$ cat src/rtl/core/dmisc_pkg.sv
// Package for the dual motor integral speed controller.
// Command, status and register index codes plus reset values of the registers.
// No dependencies.
package dmisc_pkg;

	localparam int unsigned SPEED_W = 16;
	localparam int unsigned DUTY_W  = 15;
	localparam int unsigned FREQ_W  = 16;
	localparam int unsigned CFG_IDX_W  = 3;
	localparam int unsigned CFG_DATA_W = 16;

	typedef enum logic {
		CMD_SET  = 1'b0,
		CMD_TICK = 1'b1
	} cmd_t;

	typedef enum logic [1:0] {
		STATUS_OK    = 2'd0,
		STATUS_RANGE = 2'd1,
		STATUS_MOTOR = 2'd2
	} status_t;

	typedef enum logic [1:0] {
		MOTOR_NONE = 2'd0,
		MOTOR_ONE  = 2'd1,
		MOTOR_TWO  = 2'd2
	} motor_t;

	typedef enum logic [CFG_IDX_W-1:0] {
		REG_MAX_SPEED   = 3'd0,
		REG_GEAR_ONE_LIM = 3'd1,
		REG_GEAR_TWO_LIM = 3'd2,
		REG_GEAR_ONE_FRQ = 3'd3,
		REG_GEAR_TWO_FRQ = 3'd4,
		REG_GEAR_THR_FRQ = 3'd5
	} reg_idx_t;

	localparam logic [DUTY_W-1:0]         MAX_SPEED_RST      = 15'd300;
	localparam logic signed [SPEED_W-1:0] GEAR_ONE_LIMIT_RST = 16'sd100;
	localparam logic signed [SPEED_W-1:0] GEAR_TWO_LIMIT_RST = 16'sd200;
	localparam logic [FREQ_W-1:0]         GEAR_ONE_FREQ_RST  = 16'd1000;
	localparam logic [FREQ_W-1:0]         GEAR_TWO_FREQ_RST  = 16'd5000;
	localparam logic [FREQ_W-1:0]         GEAR_THR_FREQ_RST  = 16'd20000;

endpackage

$ cat src/rtl/core/dmisc_if.sv
// Valid/ready channel interfaces for the request and response sides.
// Depends on dmisc_pkg.
interface dmisc_req_if import dmisc_pkg::*; ();
	logic                      valid;
	logic                      ready;
	cmd_t                      cmd;
	logic [1:0]                motor_sel;
	logic signed [SPEED_W-1:0] target_speed;
	logic signed [SPEED_W-1:0] measured_one;
	logic signed [SPEED_W-1:0] measured_two;

	modport source (output valid, cmd, motor_sel, target_speed, measured_one, measured_two,
		input ready);
	modport sink (input valid, cmd, motor_sel, target_speed, measured_one, measured_two,
		output ready);
endinterface

interface dmisc_rsp_if import dmisc_pkg::*; ();
	logic               valid;
	logic               ready;
	status_t            status;
	logic               freq_valid;
	logic [1:0]         freq_motor;
	logic [FREQ_W-1:0]  gear_freq;
	logic [DUTY_W-1:0]  duty_one;
	logic [DUTY_W-1:0]  duty_two;

	modport source (output valid, status, freq_valid, freq_motor, gear_freq, duty_one,
		duty_two, input ready);
	modport sink (input valid, status, freq_valid, freq_motor, gear_freq, duty_one,
		duty_two, output ready);
endinterface

$ cat src/rtl/core/dmisc_integ.sv
// One integrator step: accumulator plus speed error, clamped to 0..max_speed.
// Depends on dmisc_pkg.
module dmisc_integ import dmisc_pkg::*; (
	input  logic [DUTY_W-1:0]         acc,
	input  logic signed [SPEED_W-1:0] setpoint,
	input  logic signed [SPEED_W-1:0] measured,
	input  logic [DUTY_W-1:0]         max_speed,
	output logic [DUTY_W-1:0]         acc_next
);

	logic signed [SPEED_W:0]   err;
	logic signed [SPEED_W+1:0] sum;

	// 18 bits hold the exact sum: never wraps
	assign err = {setpoint[SPEED_W-1], setpoint} - {measured[SPEED_W-1], measured};
	assign sum = signed'({3'b000, acc}) + {err[SPEED_W], err};

	always_comb begin
		if (sum[SPEED_W+1]) begin
			acc_next = '0;
		end else if (sum > signed'({3'b000, max_speed})) begin
			acc_next = max_speed;
		end else begin
			acc_next = sum[DUTY_W-1:0];
		end
	end

endmodule

$ cat src/rtl/core/dual_motor_integral_speed_control.sv
// Dual motor integral speed controller: setpoint/gear selection and duty integration.
// Depends on dmisc_pkg, dmisc_if (dmisc_req_if, dmisc_rsp_if) and dmisc_integ.
//
// Usage:
//   req carries one command per transfer. cmd = CMD_SET stores target_speed as the
//   setpoint of motor_sel (1 or 2) after a range check against max_speed and reports
//   the PWM frequency code of the gear that the setpoint falls in. cmd = CMD_TICK
//   carries both measured speeds; each motor's duty accumulator takes the speed error
//   and is clamped to 0..max_speed.
//   rsp carries exactly one result per request: status, frequency report and both
//   duties as they stand after the command.
//   The result is registered and appears in the cycle after the request transfer. Throughput:
//   one request per cycle; the result register is refilled in the cycle it is taken.
//   When the receiver stalls, the result holds and req.ready drops until it is taken.
//   Reset: setpoints and accumulators clear to zero, registers return to their
//   defaults (max_speed 300, limits 100/200, frequencies 1000/5000/20000), rsp empty.
//   Configuration: cfg_we writes cfg_data to register cfg_index; unknown indexes are
//   ignored. Write only while no result is outstanding.
module dual_motor_integral_speed_control import dmisc_pkg::*; (
	input  logic                  clk,
	input  logic                  arst_n,
	input  logic                  cfg_we,
	input  logic [CFG_IDX_W-1:0]  cfg_index,
	input  logic [CFG_DATA_W-1:0] cfg_data,
	dmisc_req_if.sink             req,
	dmisc_rsp_if.source           rsp
);

	logic [DUTY_W-1:0]         max_speed_q;
	logic signed [SPEED_W-1:0] gear_one_limit_q;
	logic signed [SPEED_W-1:0] gear_two_limit_q;
	logic [FREQ_W-1:0]         gear_one_freq_q;
	logic [FREQ_W-1:0]         gear_two_freq_q;
	logic [FREQ_W-1:0]         gear_three_freq_q;

	logic signed [SPEED_W-1:0] setpoint_one_q;
	logic signed [SPEED_W-1:0] setpoint_two_q;
	logic [DUTY_W-1:0]         accum_one_q;
	logic [DUTY_W-1:0]         accum_two_q;

	logic               rsp_valid_q;
	status_t            status_q;
	logic               freq_valid_q;
	logic [1:0]         freq_motor_q;
	logic [FREQ_W-1:0]  gear_freq_q;
	logic [DUTY_W-1:0]  duty_one_q;
	logic [DUTY_W-1:0]  duty_two_q;

	logic               req_xfer;
	logic               motor_ok;
	logic               range_ok;
	logic signed [SPEED_W:0] speed_ext;
	logic signed [SPEED_W:0] lim_ext;
	logic [DUTY_W-1:0]  integ_one;
	logic [DUTY_W-1:0]  integ_two;

	status_t            status_d;
	logic               freq_valid_d;
	logic [1:0]         freq_motor_d;
	logic [FREQ_W-1:0]  gear_freq_d;
	logic               set_one;
	logic               set_two;
	logic               tick;

	assign req.ready = !rsp_valid_q || rsp.ready;
	assign req_xfer  = req.valid && req.ready;

	dmisc_integ u_integ_one (
		.acc       (accum_one_q),
		.setpoint  (setpoint_one_q),
		.measured  (req.measured_one),
		.max_speed (max_speed_q),
		.acc_next  (integ_one)
	);

	dmisc_integ u_integ_two (
		.acc       (accum_two_q),
		.setpoint  (setpoint_two_q),
		.measured  (req.measured_two),
		.max_speed (max_speed_q),
		.acc_next  (integ_two)
	);

	assign speed_ext = {req.target_speed[SPEED_W-1], req.target_speed};
	assign lim_ext   = signed'({2'b00, max_speed_q});
	assign motor_ok  = (req.motor_sel == MOTOR_ONE) || (req.motor_sel == MOTOR_TWO);
	assign range_ok  = (speed_ext < lim_ext) && (speed_ext > -lim_ext);
	assign tick      = (req.cmd == CMD_TICK);

	always_comb begin
		status_d     = STATUS_OK;
		freq_valid_d = 1'b0;
		freq_motor_d = MOTOR_NONE;
		gear_freq_d  = '0;
		set_one      = 1'b0;
		set_two      = 1'b0;
		if (!tick) begin
			if (!motor_ok) begin
				status_d = STATUS_MOTOR;
			end else if (!range_ok) begin
				status_d = STATUS_RANGE;
			end else begin
				freq_valid_d = 1'b1;
				freq_motor_d = req.motor_sel;
				set_one      = (req.motor_sel == MOTOR_ONE);
				set_two      = (req.motor_sel == MOTOR_TWO);
				// upper limit checked first, even if the limits are out of order
				priority if (req.target_speed > gear_two_limit_q) begin
					gear_freq_d = gear_three_freq_q;
				end else if (req.target_speed > gear_one_limit_q) begin
					gear_freq_d = gear_two_freq_q;
				end else begin
					gear_freq_d = gear_one_freq_q;
				end
			end
		end
	end

	always_ff @(posedge clk or negedge arst_n) begin
		if (!arst_n) begin
			max_speed_q       <= MAX_SPEED_RST;
			gear_one_limit_q  <= GEAR_ONE_LIMIT_RST;
			gear_two_limit_q  <= GEAR_TWO_LIMIT_RST;
			gear_one_freq_q   <= GEAR_ONE_FREQ_RST;
			gear_two_freq_q   <= GEAR_TWO_FREQ_RST;
			gear_three_freq_q <= GEAR_THR_FREQ_RST;
		end else if (cfg_we) begin
			unique case (cfg_index)
				REG_MAX_SPEED:    max_speed_q       <= cfg_data[DUTY_W-1:0];
				REG_GEAR_ONE_LIM: gear_one_limit_q  <= signed'(cfg_data);
				REG_GEAR_TWO_LIM: gear_two_limit_q  <= signed'(cfg_data);
				REG_GEAR_ONE_FRQ: gear_one_freq_q   <= cfg_data;
				REG_GEAR_TWO_FRQ: gear_two_freq_q   <= cfg_data;
				REG_GEAR_THR_FRQ: gear_three_freq_q <= cfg_data;
				default: ;
			endcase
		end
	end

	always_ff @(posedge clk or negedge arst_n) begin
		if (!arst_n) begin
			setpoint_one_q <= '0;
			setpoint_two_q <= '0;
			accum_one_q    <= '0;
			accum_two_q    <= '0;
		end else if (req_xfer) begin
			if (set_one) begin
				setpoint_one_q <= req.target_speed;
			end
			if (set_two) begin
				setpoint_two_q <= req.target_speed;
			end
			if (tick) begin
				accum_one_q <= integ_one;
				accum_two_q <= integ_two;
			end
		end
	end

	always_ff @(posedge clk or negedge arst_n) begin
		if (!arst_n) begin
			rsp_valid_q <= 1'b0;
		end else if (req.ready) begin
			rsp_valid_q <= req.valid;
		end
	end

	always_ff @(posedge clk) begin
		if (req_xfer) begin
			status_q     <= status_d;
			freq_valid_q <= freq_valid_d;
			freq_motor_q <= freq_motor_d;
			gear_freq_q  <= gear_freq_d;
			duty_one_q   <= tick ? integ_one : accum_one_q;
			duty_two_q   <= tick ? integ_two : accum_two_q;
		end
	end

	assign rsp.valid      = rsp_valid_q;
	assign rsp.status     = status_q;
	assign rsp.freq_valid = freq_valid_q;
	assign rsp.freq_motor = freq_motor_q;
	assign rsp.gear_freq  = gear_freq_q;
	assign rsp.duty_one   = duty_one_q;
	assign rsp.duty_two   = duty_two_q;

	a_stall_blocks_req: assert property (@(posedge clk) disable iff (!arst_n)
		(rsp.valid && !rsp.ready) |-> !req.ready)
		else $error("request taken while result stalled");

	a_xfer_gives_rsp: assert property (@(posedge clk) disable iff (!arst_n)
		(req.valid && req.ready) |=> rsp.valid)
		else $error("request transfer without result");

	a_freq_only_ok: assert property (@(posedge clk) disable iff (!arst_n)
		(rsp.valid && rsp.freq_valid) |->
		(rsp.status == STATUS_OK && (rsp.freq_motor == MOTOR_ONE ||
		rsp.freq_motor == MOTOR_TWO)))
		else $error("frequency reported with bad status or motor");

	a_fail_no_freq: assert property (@(posedge clk) disable iff (!arst_n)
		(rsp.valid && rsp.status != STATUS_OK) |->
		(!rsp.freq_valid && rsp.gear_freq == '0 && rsp.freq_motor == MOTOR_NONE))
		else $error("frequency fields set on failed setpoint");

endmodule
$ cat src/flat_wrapper.sv
// flat-port wrapper written by rule: the top's interface ports become plain ports
module dual_motor_integral_speed_control_flat import dmisc_pkg::*;
  (clk, arst_n, cfg_we, cfg_index, cfg_data, req_valid, req_cmd, req_motor_sel, req_target_speed, req_measured_one, req_measured_two, req_ready, rsp_valid, rsp_status, rsp_freq_valid, rsp_freq_motor, rsp_gear_freq, rsp_duty_one, rsp_duty_two, rsp_ready);
  dmisc_req_if req_i ();
  dmisc_rsp_if rsp_i ();
  input  logic clk;
  input  logic arst_n;
  input  logic cfg_we;
  input  logic [CFG_IDX_W-1:0] cfg_index;
  input  logic [CFG_DATA_W-1:0] cfg_data;
  input wire logic [$bits(req_i.valid)-1:0] req_valid;
  input wire logic [$bits(req_i.cmd)-1:0] req_cmd;
  input wire logic [$bits(req_i.motor_sel)-1:0] req_motor_sel;
  input wire logic [$bits(req_i.target_speed)-1:0] req_target_speed;
  input wire logic [$bits(req_i.measured_one)-1:0] req_measured_one;
  input wire logic [$bits(req_i.measured_two)-1:0] req_measured_two;
  output wire logic [$bits(req_i.ready)-1:0] req_ready;
  output wire logic [$bits(rsp_i.valid)-1:0] rsp_valid;
  output wire logic [$bits(rsp_i.status)-1:0] rsp_status;
  output wire logic [$bits(rsp_i.freq_valid)-1:0] rsp_freq_valid;
  output wire logic [$bits(rsp_i.freq_motor)-1:0] rsp_freq_motor;
  output wire logic [$bits(rsp_i.gear_freq)-1:0] rsp_gear_freq;
  output wire logic [$bits(rsp_i.duty_one)-1:0] rsp_duty_one;
  output wire logic [$bits(rsp_i.duty_two)-1:0] rsp_duty_two;
  input wire logic [$bits(rsp_i.ready)-1:0] rsp_ready;
  assign req_i.valid = req_valid;
  assign req_i.cmd = req_cmd;
  assign req_i.motor_sel = req_motor_sel;
  assign req_i.target_speed = req_target_speed;
  assign req_i.measured_one = req_measured_one;
  assign req_i.measured_two = req_measured_two;
  assign req_ready = req_i.ready;
  assign rsp_valid = rsp_i.valid;
  assign rsp_status = rsp_i.status;
  assign rsp_freq_valid = rsp_i.freq_valid;
  assign rsp_freq_motor = rsp_i.freq_motor;
  assign rsp_gear_freq = rsp_i.gear_freq;
  assign rsp_duty_one = rsp_i.duty_one;
  assign rsp_duty_two = rsp_i.duty_two;
  assign rsp_i.ready = rsp_ready;
  dual_motor_integral_speed_control u_core (.clk(clk), .arst_n(arst_n), .cfg_we(cfg_we), .cfg_index(cfg_index), .cfg_data(cfg_data), .req(req_i), .rsp(rsp_i));
endmodule
$ cat config.mk
export PLATFORM = sky130hd
export DESIGN_NAME = dual_motor_integral_speed_control_flat
export DESIGN_NICKNAME = d
export VERILOG_FILES = /design/src/rtl/core/dmisc_pkg.sv /design/src/rtl/core/dmisc_if.sv /design/src/rtl/core/dmisc_integ.sv /design/src/rtl/core/dual_motor_integral_speed_control.sv /design/src/flat_wrapper.sv
export SDC_FILE = /design/constraint.sdc
export NUM_CORES = 1
export LEC_CHECK = 0
export BUFFER_PORTS_ARGS = -buffer_cell sky130_fd_sc_hd__buf_2
export CAP_MARGIN = 20
export CORE_MARGIN = 2
export CORE_UTILIZATION = 55
export DETAILED_ROUTE_END_ITERATION = 10
export GPL_TIMING_DRIVEN = 1
export PLACE_DENSITY = 0.77
export SKIP_CTS_REPAIR_TIMING = 1
export SYNTH_ARGS = -nofsm -noshare
export SYNTH_HDL_FRONTEND = slang
export SYNTH_HIERARCHICAL = 1
export SYNTH_SLANG_ARGS = --single-unit
$ cat constraint.sdc
create_clock -name clk -period 4.8 [get_ports clk]
set_clock_uncertainty 0.2 [all_clocks]
set_input_delay 0.48 -clock clk [delete_from_list [all_inputs] [get_ports clk]]
set_output_delay 0.48 -clock clk [all_outputs]
set_load 0.02 [all_outputs]
==> results.ini <==
[status]
status=complete, but fails checks
violations=negative setup slack

[final_layout]
mostFrequentLayoutCells=inv_1, dfrtp_1, buf_2, nand2_1, ha_1
syn_to_final_growth_pct=22.3
stdcell_count=1974
final_util_pct=68.2
fillers=1888
nNetsFinal=1858
mostFrequentLayoutCell=inv_1
drive_gt1_share_pct=33.7

[drt]
routed_wl_mm=38.0
top_layer=met4
vias_per_cell=5.79
avgRoutedWirePerCell_um=19.3
dr_wl_met3_mm=2.49
vias=11400
m1WireLength_mm=16.0
drt_first_pass_iters=5
drtAntennaViolNets=0
first_iter_violations=793
post-route-drc-count=0
wl_met2_mm=18.4

[die]
design.core.area_um2=25900
dieWidth_um=166
fp.dieArea_um2=27600
die_h_um=166
initial_utilization_pct=55.8
pin_count=128
num_rows=59

[critical_path]
crit_end=u_core/accum_one_q[4]
slowest_stage=fa_2
cp_data_required_time_ps=5010
worstReg2RegEnd=u_core/accum_one_q[4]
max_stage_delay_ps=490
rrSetupSlack_ps=-310
crit_path_start_kind=register
critPathCaptureType=register
startpoint=u_core/accum_one_q[1]
path_class=register to register
cp_max_fo=14
path_cells=fa_2 > fa_2 > a21o_1 > a221oi_4 > o21ai_2 > a31oi_1 > nand2_1 > xor2_1 > ha_1 > nand2_1 > or2_4 > a211oi_2 > a31oi_2 > o221ai_2 > a311oi_2 > buf_4 > and2_1 > buf_12 > o2bb2ai_4 > mux2_4 > mux2_4
rr_worst_depth=21
reg2reg_from=u_core/accum_one_q[1]
worstPathArrival_ps=5320

[logic_synthesis]
syn_nets=1623
ys.warnings.count=6
syn_area_um2=14500
ys_ff_latch=209
yosys_most_used_dff=dfrtp_1
synth-async-reset-ratio_pct=75.6
ys_types=87
avgSynthCellArea_um2=10.4
synth_edf_count=51
syn-instance-count=1384
yosysSeqAreaShare_pct=38.2

[grt]
first_global_vias=11500
antenna_found_initial=0
grt_pass1_wl_mm=59.2
grt_max_degree=89
grt_overflow_total=0
grtUsageTotal_pct=26.7

[clock_network]
numCtsBuffers=25
root_buffer=clkbuf_16
cts_tree=yes
cts_sinks=209
clk_latency_ps=550
cts_max_level=1
clkTransAtPathRegs_ps=60
cts.path.max_buffers=3

[placed_design]
hpwlAfterDp_mm=27.4
port_buffers=127
place_inst=1916
place.gp.congestion=0.946
place_ws_ps=-536

[sta]
drv_slew=0
holdWs_ps=14.0
fin_ws_ps=-309
min_period_over_period_pct=106
rsz0062_at_grt=yes
post-route-min-period_ps=5110
slew_headroom_pct=33.0
fmax_ghz=0.196
final_hold_viol_count=0
setup_viol=60
tightest_slew_ps=999

[pwr]
ir_drop_mv=0.533
p_leak_nw=8.52
powerDensity_nw_per_um2=752

[hold_path]
hp-class=primary input to register

[run]
cap_viol_max_count=0

worst min path at each step:
stage / from / endpoint / cells after the start
floorplan: arst_n / u_core/accum_one_q[0] / 0
global placement: u_core/setpoint_one_q[5] / u_core/setpoint_one_q[5] / 1
detailed placement: u_core/setpoint_one_q[11] / u_core/setpoint_one_q[11] / 1
CTS: arst_n / u_core/accum_one_q[10] / 1
global route: cfg_data[5] / u_core/gear_one_limit_q[5] / 3
finish: cfg_data[6] / u_core/gear_two_limit_q[6] / 3
Yosys cell counts, types with 3 or more instances:
cell	number	area share (%)
o311a_1	15	1.0
xnor2_1	21	1.3
o22ai_1	4	0.17
o22ai_2	11	0.95
nor2b_1	12	0.52
nor4_1	12	0.52
a211oi_1	6	0.31
a31oi_1	4	0.17
nor3_1	8	0.28
mux2_1	8	0.62
clkbuf_1	24	0.62
a22o_1	16	0.97
inv_1	222	5.8
nand4_1	11	0.48
mux2_2	124	9.7
a21o_1	20	1.0
dfstp_2	26	4.7
buf_2	5	0.17
and4_1	5	0.30
a21oi_1	55	1.9
dfrtp_1	132	23
o21ai_2	3	0.18
nor2_1	40	1.0
mux2i_1	17	1.2
o2bb2ai_2	10	1.0
ha_1	134	12
nor4bb_1	3	0.21
and3_1	5	0.22
a221oi_2	3	0.31
xor2_1	16	0.97
o211ai_1	5	0.26
nand2_1	126	3.3
nand3_1	19	0.66
buf_6	7	0.55
mux2_4	10	1.0
o21ai_0	67	2.3
edfxtp_1	51	11
and2_1	7	0.30
nand2b_1	24	1.0
o2bb2ai_1	4	0.24
fa_1	30	4.2
area by class of cell:
cell class,instances,area (µm²),area share [%]
clock inverter,11,103,0.580
multi-input combinational,912,8400,47.5
sequential,209,5520,31.2
tap,335,419,2.37
clock buffer,35,734,4.15
inverter,222,848,4.80
antenna,1,2.50,0.0142
timing repair buffer,249,1650,9.33
registers in the layout (all words and copies together) (netlist names):
| signal | flops |
|---|---|
| u_core/gear_two_freq_q | 16 |
| u_core/gear_one_limit_q | 16 |
| u_core/setpoint_one_q | 16 |
| u_core/accum_one_q | 15 |
| u_core/rsp.freq_valid | 1 |
| u_core/rsp.valid | 1 |
| u_core/setpoint_two_q | 16 |
| u_core/rsp.status | 2 |
| u_core/max_speed_q | 15 |
| u_core/rsp.gear_freq | 16 |
| u_core/rsp.duty_one | 15 |
| u_core/gear_three_freq_q | 16 |
| u_core/accum_two_q | 15 |
| u_core/gear_one_freq_q | 16 |
| u_core/rsp.freq_motor | 2 |
| u_core/gear_two_limit_q | 16 |
| u_core/rsp.duty_two | 15 |
critical path: cells and delay by family, from the launching register on:
kind	cells	cell delay, ps
AOI/OAI and AO/OA	9	1600
xor gates and xnor gates	1	180
adders and majority gates	3	1170
buffers and inverters	2	330
DFF	1	420
muxes	2	530
and+or+nand+nor	4	560
metrics by stage:
step / total power [mW] / area (µm²) / setup TNS, ps
floorplan: 7.80 / 14700 / -2290
global placement: 10.3 / 16400 / -18310
detailed placement: 10.6 / 16400 / -22960
CTS: 12.6 / 17300 / -13660
global route: 14.2 / 17700 / -23560
finish: 13.3 / 17700 / -11030
routing by layer:
metal | vias up | global-route usage (%)
met5 | - | 0
met4 | 0 | 8.09
met3 | 84 | 3.55
met2 | 415 | 45.1
met1 | 5636 | 36.1
li1 | 5303 | -
cell families (layout without fill, tap and decap cells):
family | Yosys count | in the layout | share of synthesized area [%]
AO/OA/AOI/OAI | 259 | 259 | 13.7
XOR/XNOR | 37 | 37 | 2.24
adder cells (fa/ha/maj) | 164 | 164 | 15.7
buffers and inverters | 263 | 517 | 7.40
flip-flops | 209 | 209 | 38.2
multiplexers | 160 | 160 | 12.6
other | 0 | 1 | 0
AND/OR/NAND/NOR | 292 | 292 | 10.2
report_power, final:
group / internal (mW) / total [mW] / switching (mW)
Clock: 1.13 / 1.90 / 0.771
Sequential: 2.36 / 2.67 / 0.305
Combinational: 4.31 / 8.73 / 4.41
No activity file was read; power rests on OpenSTA's default activity.
